## config.mk

```make
export PLATFORM = sky130hd
export DESIGN_NAME = proleptic_gregorian_day_number_unit_core
export DESIGN_NICKNAME = d
export VERILOG_FILES = /design/src/design/pgdn_pkg.sv /design/src/design/proleptic_gregorian_day_number_unit_core.sv /design/src/design/pgdn_date2days.sv /design/src/design/pgdn_days2date.sv
export SDC_FILE = /design/constraint.sdc
export NUM_CORES = 2
export LEC_CHECK = 0
export BUFFER_PORTS_ARGS = -buffer_cell sky130_fd_sc_hd__buf_2
export CORE_UTILIZATION = 30
export CTS_CLUSTER_SIZE = 24
export DETAILED_ROUTE_END_ITERATION = 10
export PLACE_DENSITY = 0.55
export SYNTH_ARGS = -nofsm -noshare
export SYNTH_HDL_FRONTEND = slang
export SYNTH_SLANG_ARGS = --single-unit
```

## constraint.sdc

```tcl
create_clock -name clk -period 14.8 [get_ports clk]
set_input_delay 1.48 -clock clk [delete_from_list [all_inputs] [get_ports clk]]
set_output_delay 1.48 -clock clk [all_outputs]
set_load 0.03 [all_outputs]
```

## src/design/pgdn_pkg.sv

```systemverilog
`timescale 1ns / 1ps
`default_nettype none

package pgdn_pkg;

	// Calendar range and field widths.
	localparam int MAX_YEAR = 9999;
	localparam int DAYS_W   = 22;
	localparam int COUNT_W  = 23;
	localparam int YEAR_W   = 14;
	localparam int MONTH_W  = 4;
	localparam int DAY_W    = 5;

	// Day number of 31.12.MAX_YEAR.
	localparam int LAST_DAY = 365 * MAX_YEAR + MAX_YEAR / 4 - MAX_YEAR / 100 + MAX_YEAR / 400;

	// Pipeline depth, input register to result register.
	localparam int STAGES = 10;

	typedef enum logic [1:0] {
		OP_DATE_TO_DAYS = 2'd0,
		OP_DAYS_TO_DATE = 2'd1,
		OP_DATE_ADD     = 2'd2,
		OP_DATE_DIFF    = 2'd3
	} pgdn_op_t;

	// Result data that rides along with the day number through the date builder.
	typedef struct packed {
		logic signed [COUNT_W-1:0] count;
		logic                      err;
		logic                      want_date;
	} pgdn_side_t;

	// Days in the year before the first of the given month.
	function automatic logic [8:0] cum_days(input logic [MONTH_W-1:0] m, input logic leap);
		logic [8:0] c;
		case (m)
			4'd1:    c = 9'd0;
			4'd2:    c = 9'd31;
			4'd3:    c = 9'd59;
			4'd4:    c = 9'd90;
			4'd5:    c = 9'd120;
			4'd6:    c = 9'd151;
			4'd7:    c = 9'd181;
			4'd8:    c = 9'd212;
			4'd9:    c = 9'd243;
			4'd10:   c = 9'd273;
			4'd11:   c = 9'd304;
			4'd12:   c = 9'd334;
			default: c = 9'd0;
		endcase
		if (leap && m > 4'd2) begin
			c = c + 9'd1;
		end
		return c;
	endfunction

	function automatic logic [DAY_W-1:0] month_days(input logic [MONTH_W-1:0] m,
		input logic leap);
		logic [DAY_W-1:0] n;
		case (m)
			4'd2:                    n = leap ? 5'd29 : 5'd28;
			4'd4, 4'd6, 4'd9, 4'd11: n = 5'd30;
			default:                 n = 5'd31;
		endcase
		return n;
	endfunction

endpackage

`default_nettype wire

```

## src/design/proleptic_gregorian_day_number_unit_core.sv

```systemverilog
`timescale 1ns / 1ps
`default_nettype none

// Channel   Direction  Handshake                   Beat contents
// item      in         item_valid / item_stall     operation, first date, day_count,
//                                                  second date
// result    out        result_valid / result_stall out_day, out_month, out_year,
//                                                  out_count, error
//
// Every beat passes through the ten-register pipeline (input register, two
// date-to-day stages, one combine stage, six day-to-date stages) to its result beat,
// and a new beat can be taken in every cycle in which item_stall is low.
// arst_n clears the valid bit of every stage; data registers are not reset.
// A stage loads when it is empty or when the stage after it loads, so item_stall
// rises only when every stage holds a beat and result_stall is high.

module proleptic_gregorian_day_number_unit_core import pgdn_pkg::*; (
	input  wire logic                      clk,
	input  wire logic                      arst_n,
	input  wire logic                      item_valid,
	output logic                           item_stall,
	input  wire logic [1:0]                operation,
	input  wire logic [DAY_W-1:0]          day,
	input  wire logic [MONTH_W-1:0]        month,
	input  wire logic [YEAR_W-1:0]         year,
	input  wire logic signed [COUNT_W-1:0] day_count,
	input  wire logic [DAY_W-1:0]          day_b,
	input  wire logic [MONTH_W-1:0]        month_b,
	input  wire logic [YEAR_W-1:0]         year_b,
	output logic                           result_valid,
	input  wire logic                      result_stall,
	output logic [DAY_W-1:0]               out_day,
	output logic [MONTH_W-1:0]             out_month,
	output logic [YEAR_W-1:0]              out_year,
	output logic signed [COUNT_W-1:0]      out_count,
	output logic                           error
);

	// Stage occupancy and load enables. Index 0 is the input register.
	logic [STAGES-1:0] valid_q;
	logic [STAGES-1:0] load;

	always_comb begin
		load[STAGES-1] = !valid_q[STAGES-1] || !result_stall;
		for (int i = STAGES - 2; i >= 0; i--) begin
			load[i] = !valid_q[i] || load[i+1];
		end
	end

	always_ff @(posedge clk or negedge arst_n) begin
		if (!arst_n) begin
			valid_q <= '0;
		end else begin
			if (load[0]) begin
				valid_q[0] <= item_valid;
			end
			for (int i = 1; i < STAGES; i++) begin
				if (load[i]) begin
					valid_q[i] <= valid_q[i-1];
				end
			end
		end
	end

	assign item_stall   = !load[0];
	assign result_valid = valid_q[STAGES-1];

	// Input register.
	pgdn_op_t                  op_s1, op_s2, op_s3;
	logic signed [COUNT_W-1:0] cnt_s1, cnt_s2, cnt_s3;
	logic [DAY_W-1:0]          day_s1, day_b_s1;
	logic [MONTH_W-1:0]        month_s1, month_b_s1;
	logic [YEAR_W-1:0]         year_s1, year_b_s1;

	always_ff @(posedge clk) begin
		if (load[0]) begin
			op_s1      <= pgdn_op_t'(operation);
			cnt_s1     <= day_count;
			day_s1     <= day;
			month_s1   <= month;
			year_s1    <= year;
			day_b_s1   <= day_b;
			month_b_s1 <= month_b;
			year_b_s1  <= year_b;
		end
	end

	// The operation and count ride alongside the two date-to-day stages.
	always_ff @(posedge clk) begin
		if (load[1]) begin
			op_s2  <= op_s1;
			cnt_s2 <= cnt_s1;
		end
		if (load[2]) begin
			op_s3  <= op_s2;
			cnt_s3 <= cnt_s2;
		end
	end

	logic [DAYS_W-1:0] days_a_s3, days_b_s3;
	logic              ok_a_s3, ok_b_s3;

	pgdn_date2days u_date_a (
		.clk     (clk),
		.load    (load[2:1]),
		.day     (day_s1),
		.month   (month_s1),
		.year    (year_s1),
		.days    (days_a_s3),
		.date_ok (ok_a_s3)
	);

	pgdn_date2days u_date_b (
		.clk     (clk),
		.load    (load[2:1]),
		.day     (day_b_s1),
		.month   (month_b_s1),
		.year    (year_b_s1),
		.days    (days_b_s3),
		.date_ok (ok_b_s3)
	);

	// Combine stage: pick the day number to convert back, the count to report,
	// and decide the error flag. An error clears the count here; the date
	// fields are cleared at the end by want_date.
	logic signed [24:0]        sum_c;
	logic signed [24:0]        n_c;
	logic                      in_range_c;
	logic signed [COUNT_W-1:0] diff_c;
	pgdn_side_t                side_c;
	pgdn_side_t                side_s4;
	logic [DAYS_W-1:0]         n_s4;

	always_comb begin
		sum_c      = $signed({3'b000, days_a_s3}) + $signed({{2{cnt_s3[COUNT_W-1]}}, cnt_s3});
		n_c        = (op_s3 == OP_DAYS_TO_DATE) ?
			$signed({{2{cnt_s3[COUNT_W-1]}}, cnt_s3}) : sum_c;
		in_range_c = (n_c >= 25'sd1) && (n_c <= $signed(25'(LAST_DAY)));
		diff_c     = $signed({1'b0, days_a_s3}) - $signed({1'b0, days_b_s3});

		case (op_s3)
			OP_DATE_TO_DAYS: begin
				side_c.err       = !ok_a_s3;
				side_c.count     = $signed({1'b0, days_a_s3});
				side_c.want_date = 1'b0;
			end
			OP_DAYS_TO_DATE: begin
				side_c.err       = !in_range_c;
				side_c.count     = n_c[COUNT_W-1:0];
				side_c.want_date = in_range_c;
			end
			OP_DATE_ADD: begin
				side_c.err       = !ok_a_s3 || !in_range_c;
				side_c.count     = n_c[COUNT_W-1:0];
				side_c.want_date = ok_a_s3 && in_range_c;
			end
			OP_DATE_DIFF: begin
				side_c.err       = !(ok_a_s3 && ok_b_s3);
				side_c.count     = diff_c;
				side_c.want_date = 1'b0;
			end
			default: begin
				side_c.err       = 1'b1;
				side_c.count     = '0;
				side_c.want_date = 1'b0;
			end
		endcase

		if (side_c.err) begin
			side_c.count = '0;
		end
	end

	always_ff @(posedge clk) begin
		if (load[3]) begin
			n_s4    <= n_c[DAYS_W-1:0];
			side_s4 <= side_c;
		end
	end

	pgdn_side_t side_s10;

	pgdn_days2date u_days2date (
		.clk       (clk),
		.load      (load[9:4]),
		.n         (n_s4),
		.side      (side_s4),
		.day_s10   (out_day),
		.month_s10 (out_month),
		.year_s10  (out_year),
		.side_s10  (side_s10)
	);

	assign out_count = side_s10.count;
	assign error     = side_s10.err;

`ifndef SYNTHESIS
	// An error beat carries nothing but the flag.
	a_error_clears: assert property (@(posedge clk) disable iff (!arst_n)
		result_valid && error |->
			out_day == '0 && out_month == '0 && out_year == '0 && out_count == '0)
		else $error("error beat carries nonzero fields");

	// A produced date is a legal calendar date.
	a_date_legal: assert property (@(posedge clk) disable iff (!arst_n)
		result_valid && !error && out_month != '0 |->
			out_month <= 4'd12 && out_day != '0 && out_year != '0
			&& out_year <= 14'(MAX_YEAR))
		else $error("date result out of range");

	// A produced date always comes with its positive day number.
	a_date_count: assert property (@(posedge clk) disable iff (!arst_n)
		result_valid && !error && out_month != '0 |->
			out_count >= 23'sd1 && out_count <= $signed(23'(LAST_DAY)))
		else $error("date result with bad day number");
`endif

endmodule

`default_nettype wire

```

## src/design/pgdn_date2days.sv

```systemverilog
`timescale 1ns / 1ps
`default_nettype none

module pgdn_date2days import pgdn_pkg::*; (
	input  wire logic               clk,
	input  wire logic [1:0]         load,
	input  wire logic [DAY_W-1:0]   day,
	input  wire logic [MONTH_W-1:0] month,
	input  wire logic [YEAR_W-1:0]  year,
	output logic      [DAYS_W-1:0]  days,
	output logic                    date_ok
);

	// Reciprocal of 25 scaled by 2^19; exact for every 14-bit dividend.
	localparam int K25_SHIFT = 19;
	localparam logic [14:0] K25 = 15'(((1 << K25_SHIFT) + 24) / 25);

	logic [YEAR_W-1:0]  p_c;
	logic [28:0]        prod25_c;
	logic [9:0]         q25_c;
	logic [4:0]         rem25_c;
	logic               leap_c;
	logic               ok_c;

	logic [YEAR_W-1:0]  p_s2;
	logic [9:0]         q25_s2;
	logic [8:0]         cum_s2;
	logic [DAY_W-1:0]   day_s2;
	logic               ok_s2;

	// First stage: year split by 25, leap rule and range check.
	always_comb begin
		p_c      = year - 14'd1;
		prod25_c = 29'(p_c) * 29'(K25);
		q25_c    = prod25_c[28:K25_SHIFT];
		rem25_c  = 5'(p_c - 14'(q25_c) * 14'd25);
		// A year is a multiple of 25 exactly when the year before leaves 24.
		leap_c   = (year[1:0] == 2'd0) && ((rem25_c != 5'd24) || (year[3:0] == 4'd0));
		ok_c     = (year != 14'd0) && (year <= 14'(MAX_YEAR))
			&& (month != 4'd0) && (month <= 4'd12)
			&& (day != 5'd0) && (day <= month_days(month, leap_c));
	end

	always_ff @(posedge clk) begin
		if (load[0]) begin
			p_s2   <= p_c;
			q25_s2 <= q25_c;
			cum_s2 <= cum_days(month, leap_c);
			day_s2 <= day;
			ok_s2  <= ok_c;
		end
	end

	// Second stage: 365*p + p/4 - p/100 + p/400 + days before month + day.
	always_ff @(posedge clk) begin
		if (load[1]) begin
			days    <= 22'(p_s2) * 22'd365 + 22'(p_s2[13:2]) - 22'(q25_s2[9:2])
				+ 22'(q25_s2[9:4]) + 22'(cum_s2) + 22'(day_s2);
			date_ok <= ok_s2;
		end
	end

endmodule

`default_nettype wire

```

## src/design/pgdn_days2date.sv

```systemverilog
`timescale 1ns / 1ps
`default_nettype none

module pgdn_days2date import pgdn_pkg::*; (
	input  wire logic               clk,
	input  wire logic [5:0]         load,
	input  wire logic [DAYS_W-1:0]  n,
	input  wire pgdn_side_t         side,
	output logic      [DAY_W-1:0]   day_s10,
	output logic      [MONTH_W-1:0] month_s10,
	output logic      [YEAR_W-1:0]  year_s10,
	output pgdn_side_t              side_s10
);

	localparam int D400 = 146097;
	localparam int D100 = 36524;
	localparam int D4   = 1461;

	// Scaled reciprocals; both are exact over the ranges that reach them.
	localparam int K400_SHIFT = 40;
	localparam logic [22:0] K400 = 23'(((64'd1 << K400_SHIFT) + 64'(D400) - 64'd1) / 64'(D400));
	localparam int K4_SHIFT = 26;
	localparam logic [15:0] K4 = 16'(((64'd1 << K4_SHIFT) + 64'(D4) - 64'd1) / 64'(D4));

	logic [44:0]       prod400_c;
	logic [DAYS_W-1:0] r_c;
	logic [31:0]       prod4_c;
	logic [1:0]        q100_c;
	logic [10:0]       r4_c;
	logic [1:0]        q1_c;
	logic [MONTH_W-1:0] month_c;

	logic [DAYS_W-1:0] r_s5;
	logic [4:0]        q400_s5, q400_s6, q400_s7, q400_s8;
	logic [17:0]       r2_s6;
	logic [15:0]       r3_s7, r3_s8;
	logic [1:0]        q100_s7, q100_s8;
	logic [4:0]        q4_s8;
	logic [8:0]        r5_s9;
	logic              leap_s9;
	logic [YEAR_W-1:0] year_s9;
	pgdn_side_t        side_s5, side_s6, side_s7, side_s8, side_s9;

	// Count of whole 400-year cycles.
	always_comb begin
		r_c       = n - 22'd1;
		prod400_c = 45'(r_c) * 45'(K400);
	end

	always_ff @(posedge clk) begin
		if (load[0]) begin
			r_s5    <= r_c;
			q400_s5 <= prod400_c[K400_SHIFT+4:K400_SHIFT];
			side_s5 <= side;
		end
	end

	always_ff @(posedge clk) begin
		if (load[1]) begin
			r2_s6   <= 18'(r_s5 - 22'(q400_s5) * 22'(D400));
			q400_s6 <= q400_s5;
			side_s6 <= side_s5;
		end
	end

	// Centuries within the cycle; the last day of a cycle stays in century 3.
	always_comb begin
		if (r2_s6 >= 18'(3 * D100)) begin
			q100_c = 2'd3;
		end else if (r2_s6 >= 18'(2 * D100)) begin
			q100_c = 2'd2;
		end else if (r2_s6 >= 18'(D100)) begin
			q100_c = 2'd1;
		end else begin
			q100_c = 2'd0;
		end
	end

	always_ff @(posedge clk) begin
		if (load[2]) begin
			r3_s7   <= 16'(r2_s6 - 18'(q100_c) * 18'(D100));
			q100_s7 <= q100_c;
			q400_s7 <= q400_s6;
			side_s7 <= side_s6;
		end
	end

	assign prod4_c = 32'(r3_s7) * 32'(K4);

	always_ff @(posedge clk) begin
		if (load[3]) begin
			q4_s8   <= prod4_c[K4_SHIFT+4:K4_SHIFT];
			r3_s8   <= r3_s7;
			q100_s8 <= q100_s7;
			q400_s8 <= q400_s7;
			side_s8 <= side_s7;
		end
	end

	// Years within the four-year group, again held at 3 on its final day.
	always_comb begin
		r4_c = 11'(r3_s8 - 16'(q4_s8) * 16'(D4));
		if (r4_c >= 11'd1095) begin
			q1_c = 2'd3;
		end else if (r4_c >= 11'd730) begin
			q1_c = 2'd2;
		end else if (r4_c >= 11'd365) begin
			q1_c = 2'd1;
		end else begin
			q1_c = 2'd0;
		end
	end

	always_ff @(posedge clk) begin
		if (load[4]) begin
			r5_s9   <= 9'(r4_c - 11'(q1_c) * 11'd365);
			// Last year of a group is leap unless it ends a century that is not
			// the fourth of its cycle.
			leap_s9 <= (q1_c == 2'd3) && ((q4_s8 != 5'd24) || (q100_s8 == 2'd3));
			year_s9 <= 14'(q400_s8) * 14'd400 + 14'(q100_s8) * 14'd100
				+ {7'd0, q4_s8, 2'b00} + 14'(q1_c) + 14'd1;
			side_s9 <= side_s8;
		end
	end

	always_comb begin
		month_c = 4'd1;
		for (int m = 2; m <= 12; m++) begin
			if (r5_s9 >= cum_days(4'(m), leap_s9)) begin
				month_c = 4'(m);
			end
		end
	end

	always_ff @(posedge clk) begin
		if (load[5]) begin
			if (side_s9.want_date) begin
				day_s10   <= 5'(r5_s9 - cum_days(month_c, leap_s9) + 9'd1);
				month_s10 <= month_c;
				year_s10  <= year_s9;
			end else begin
				day_s10   <= '0;
				month_s10 <= '0;
				year_s10  <= '0;
			end
			side_s10 <= side_s9;
		end
	end

endmodule

`default_nettype wire
```

==> results.toml <==
[yosys]
synth_warnings = 0
synthDistinctLibCells = 83
synth-edff-count = 576
syn-num-nets = 6564
ys_seq_area_share_pct = 31.47
syn_inst = 4920
syn_area_per_cell_sq_um = 11.56
synth_area_sq_mm = 0.05690
synth-main-ff-cell = "edfxtp_1"
synthArstFlopShare_pct = 1.656
synth_top_area_share_pct = 30.40
ys_seq_elements = 604
synth_top_area_cell = "edfxtp_1"
synth_area_leaders = "edfxtp_1 30%, fa_1 21%, ha_1 21%"

[setup_path]
crit_type = "flop to flop"
max_stage_delay_ps = 590
cp.required_ps = 15190
worst-path-buf-inv = 5
regToRegStartpoint = "year_s1[2]$_DFFE_PN_"
start_kind = "flop"
reg2reg_depth = 40
crit_path_max_fanout = 9
timing.rr.end = "u_date_a.ok_s2$_DFFE_PP_"
crit_top_cell = "ha_1"
slowest_stage = "nor4_2"
crit_path_end_kind = "flop"
crit_arrival_ps = 11120
crit_family = "adder cells"
reg2reg_slack_ps = 4060
cp.depth = 40

[hold_path]
holdPathStages = 0
holdPathEnd = "u_days2date.q400_s7[2]$_DFFE_PP_"
holdCritStartpoint = "u_days2date.q400_s6[2]$_DFFE_PP_"
hold_class = "flop to flop"

[place]
routabilityCongestion = 0.8864
dp.cells = 7527
port_buffers = 123
dp_hpwl_mm = 98.70

[floorplanning]
core_sq_mm = 0.1880
die-area_sq_mm = 0.1914
io_pins = 124
dieHeight_microns = 437.5
initial_core_util_pct = 30.27
die_x_microns = 437.5
rows = 159

[status]
status = "complete, but fails checks"
violations = "design-rule violations"

[global_route]
grt_pass1_wl_mm = 193.7
grt_pass1_vias = 36360
grt_use_total_pct = 12.61
grt_max_degree = 74
antenna_found_initial = 1
grt_overflow = 0

[flow_run]
drv_cap = 0

[cells_and_area]
final_common_cell = "inv_1"
layout.nets = 6744
syn2layout_area_growth_pct = 10.86
mostFrequentLayoutCells = "1080 x inv_1, 960 x ha_1, 609 x fa_1"
layout-drive-gt1-share_pct = 6.189
final_cells = 7650

[routing]
final_antenna_net_count = 0
wirelength_mm = 118.2
vias = 34120
drc_errors = 8
detail_route.first_pass.iterations = 11
drtIter0Drc = 1585
wl_per_cell_microns = 15.45
viasPerCell = 4.460

[clock_network]
cts_tree = "built"
cts-resized-gates = 0
clkLatencyLatePin_ps = 660
cts_setup_buffers = 0
root_buffer = "clkbuf_16"
numCtsBuffers = 66
clk_pin_slew_worst_paths_ps = 60
htree_num_levels = 3
holdBufCountCts = 0
cts.path.max_buffers = 3
clkSinkCount = 604

[sta]
period_share_pct = 72.55
worst_pin_slew_ps = 1145
final_hold_viol_count = 0
slew_viol_final = 0
fmax_ghz = 0.09313
relSlewSlack_pct = 21.51
period_needed_ps = 10740
rsz0062_at_grt = "no"
finClkSkew_ps = 37.46
fin_setup_tns_ps = 0
finalSetupViolCount = 0
-- state kept, by name, indices dropped and copies added (netlist names), 22 cells and up, named ones only --
| register | cells |
|---|---|
| u_days2date.side_s5 | 25 |
| side_s4 | 25 |
| u_days2date.side_s6 | 25 |
| u_days2date.side_s10 | 24 |
| cnt_s3 | 23 |
| u_days2date.side_s7 | 25 |
| u_date_b.days | 22 |
| n_s4 | 22 |
| u_days2date.side_s9 | 25 |
| u_date_a.days | 22 |
| cnt_s2 | 23 |
| u_days2date.side_s8 | 25 |
| cnt_s1 | 23 |
-- cell usage after synthesis (all sizes together) (22+ instances only) --
master,n
o21ai,102
nand2b,33
a31oi,24
and2,36
nor2b,41
nor2,179
and3,22
fa,609
clkbuf,35
or3,29
nand3,54
o21bai,29
inv,1083
a21oi,140
a21o,68
xor2,85
xnor2,208
o21a,33
nand2,167
ha,960
edfxtp,576
a211oi,33
nor3,69
-- layer usage --
layer | track usage, % | part of all wire (%) | up-vias | wire [microns]
met5 | 0 | 0 | - | 0
met4 | 2.741 | 2.0 | 0 | 2345
met3 | 1.415 | 2.7 | 132 | 3226
met2 | 22.35 | 49 | 439 | 58360
met1 | 16.38 | 46 | 16740 | 54250
li1 | - | - | 16810 | -
-- worst max path at each step --
stage          slack, ps                  endpoint                 start
3_5_place_dp        4040  u_date_a.ok_s2$_DFFE_PP_  year_s1[2]$_DFFE_PN_
2_1_floorplan       5150  u_date_a.ok_s2$_DFFE_PP_  year_s1[2]$_DFFE_PN_
3_3_place_gp        4110  u_date_a.ok_s2$_DFFE_PP_  year_s1[2]$_DFFE_PN_
6_report            4060  u_date_a.ok_s2$_DFFE_PP_  year_s1[2]$_DFFE_PN_
5_1_grt             3280  u_date_a.ok_s2$_DFFE_PP_  year_s1[2]$_DFFE_PN_
4_1_cts             4010  u_date_a.ok_s2$_DFFE_PP_  year_s1[2]$_DFFE_PN_
-- final cells by class --
type | count | area, sq um
fillers | 18840 | 124900
repair buffers | 156 | 863.3
well taps | 2495 | 3122
clock inverters | 43 | 600.6
flip-flops and latches | 604 | 17910
inverters | 1085 | 4073
clock buffers | 79 | 1742
multi-input cells | 3187 | 34770
diodes | 1 | 2.502
-- stage by stage --
step	utilization (%)	instance area (sq um)	setup WS [ps]	hold slack, ps
floorplan	-	56900	5147	400.3
global placement	32.31	60730	4106	400.4
detailed placement	32.31	60730	4040	404.5
CTS	33.55	63080	4010	378.3
global route	33.55	63080	3279	396.2
finish	33.55	63080	4062	390.4
-- worst register-to-register path: cells and delay by family (launching register included) --
family                     cells  cell delay (ps)
AOI/OAI and AO/OA              9             2000
xor gates and xnor gates       5             1330
adders and majority gates     10             3680
buffers and inverters          5              480
DFF                            1              470
and+or+nand+nor               11             2520
-- kinds of logic after synthesis --
family                   share of synthesized area [%]
XOR/XNOR                                         4.603
AO/OA/AOI/OAI                                    6.329
buffers and inverters                            7.483
multiplexers                                     1.143
AND/OR/NAND/NOR                                  6.432
adder cells (fa/ha/maj)                          42.54
flip-flops                                       31.47
Power is not shown: default switching activity piles up to over one toggle a cycle in this logic, so the estimate is an artifact.
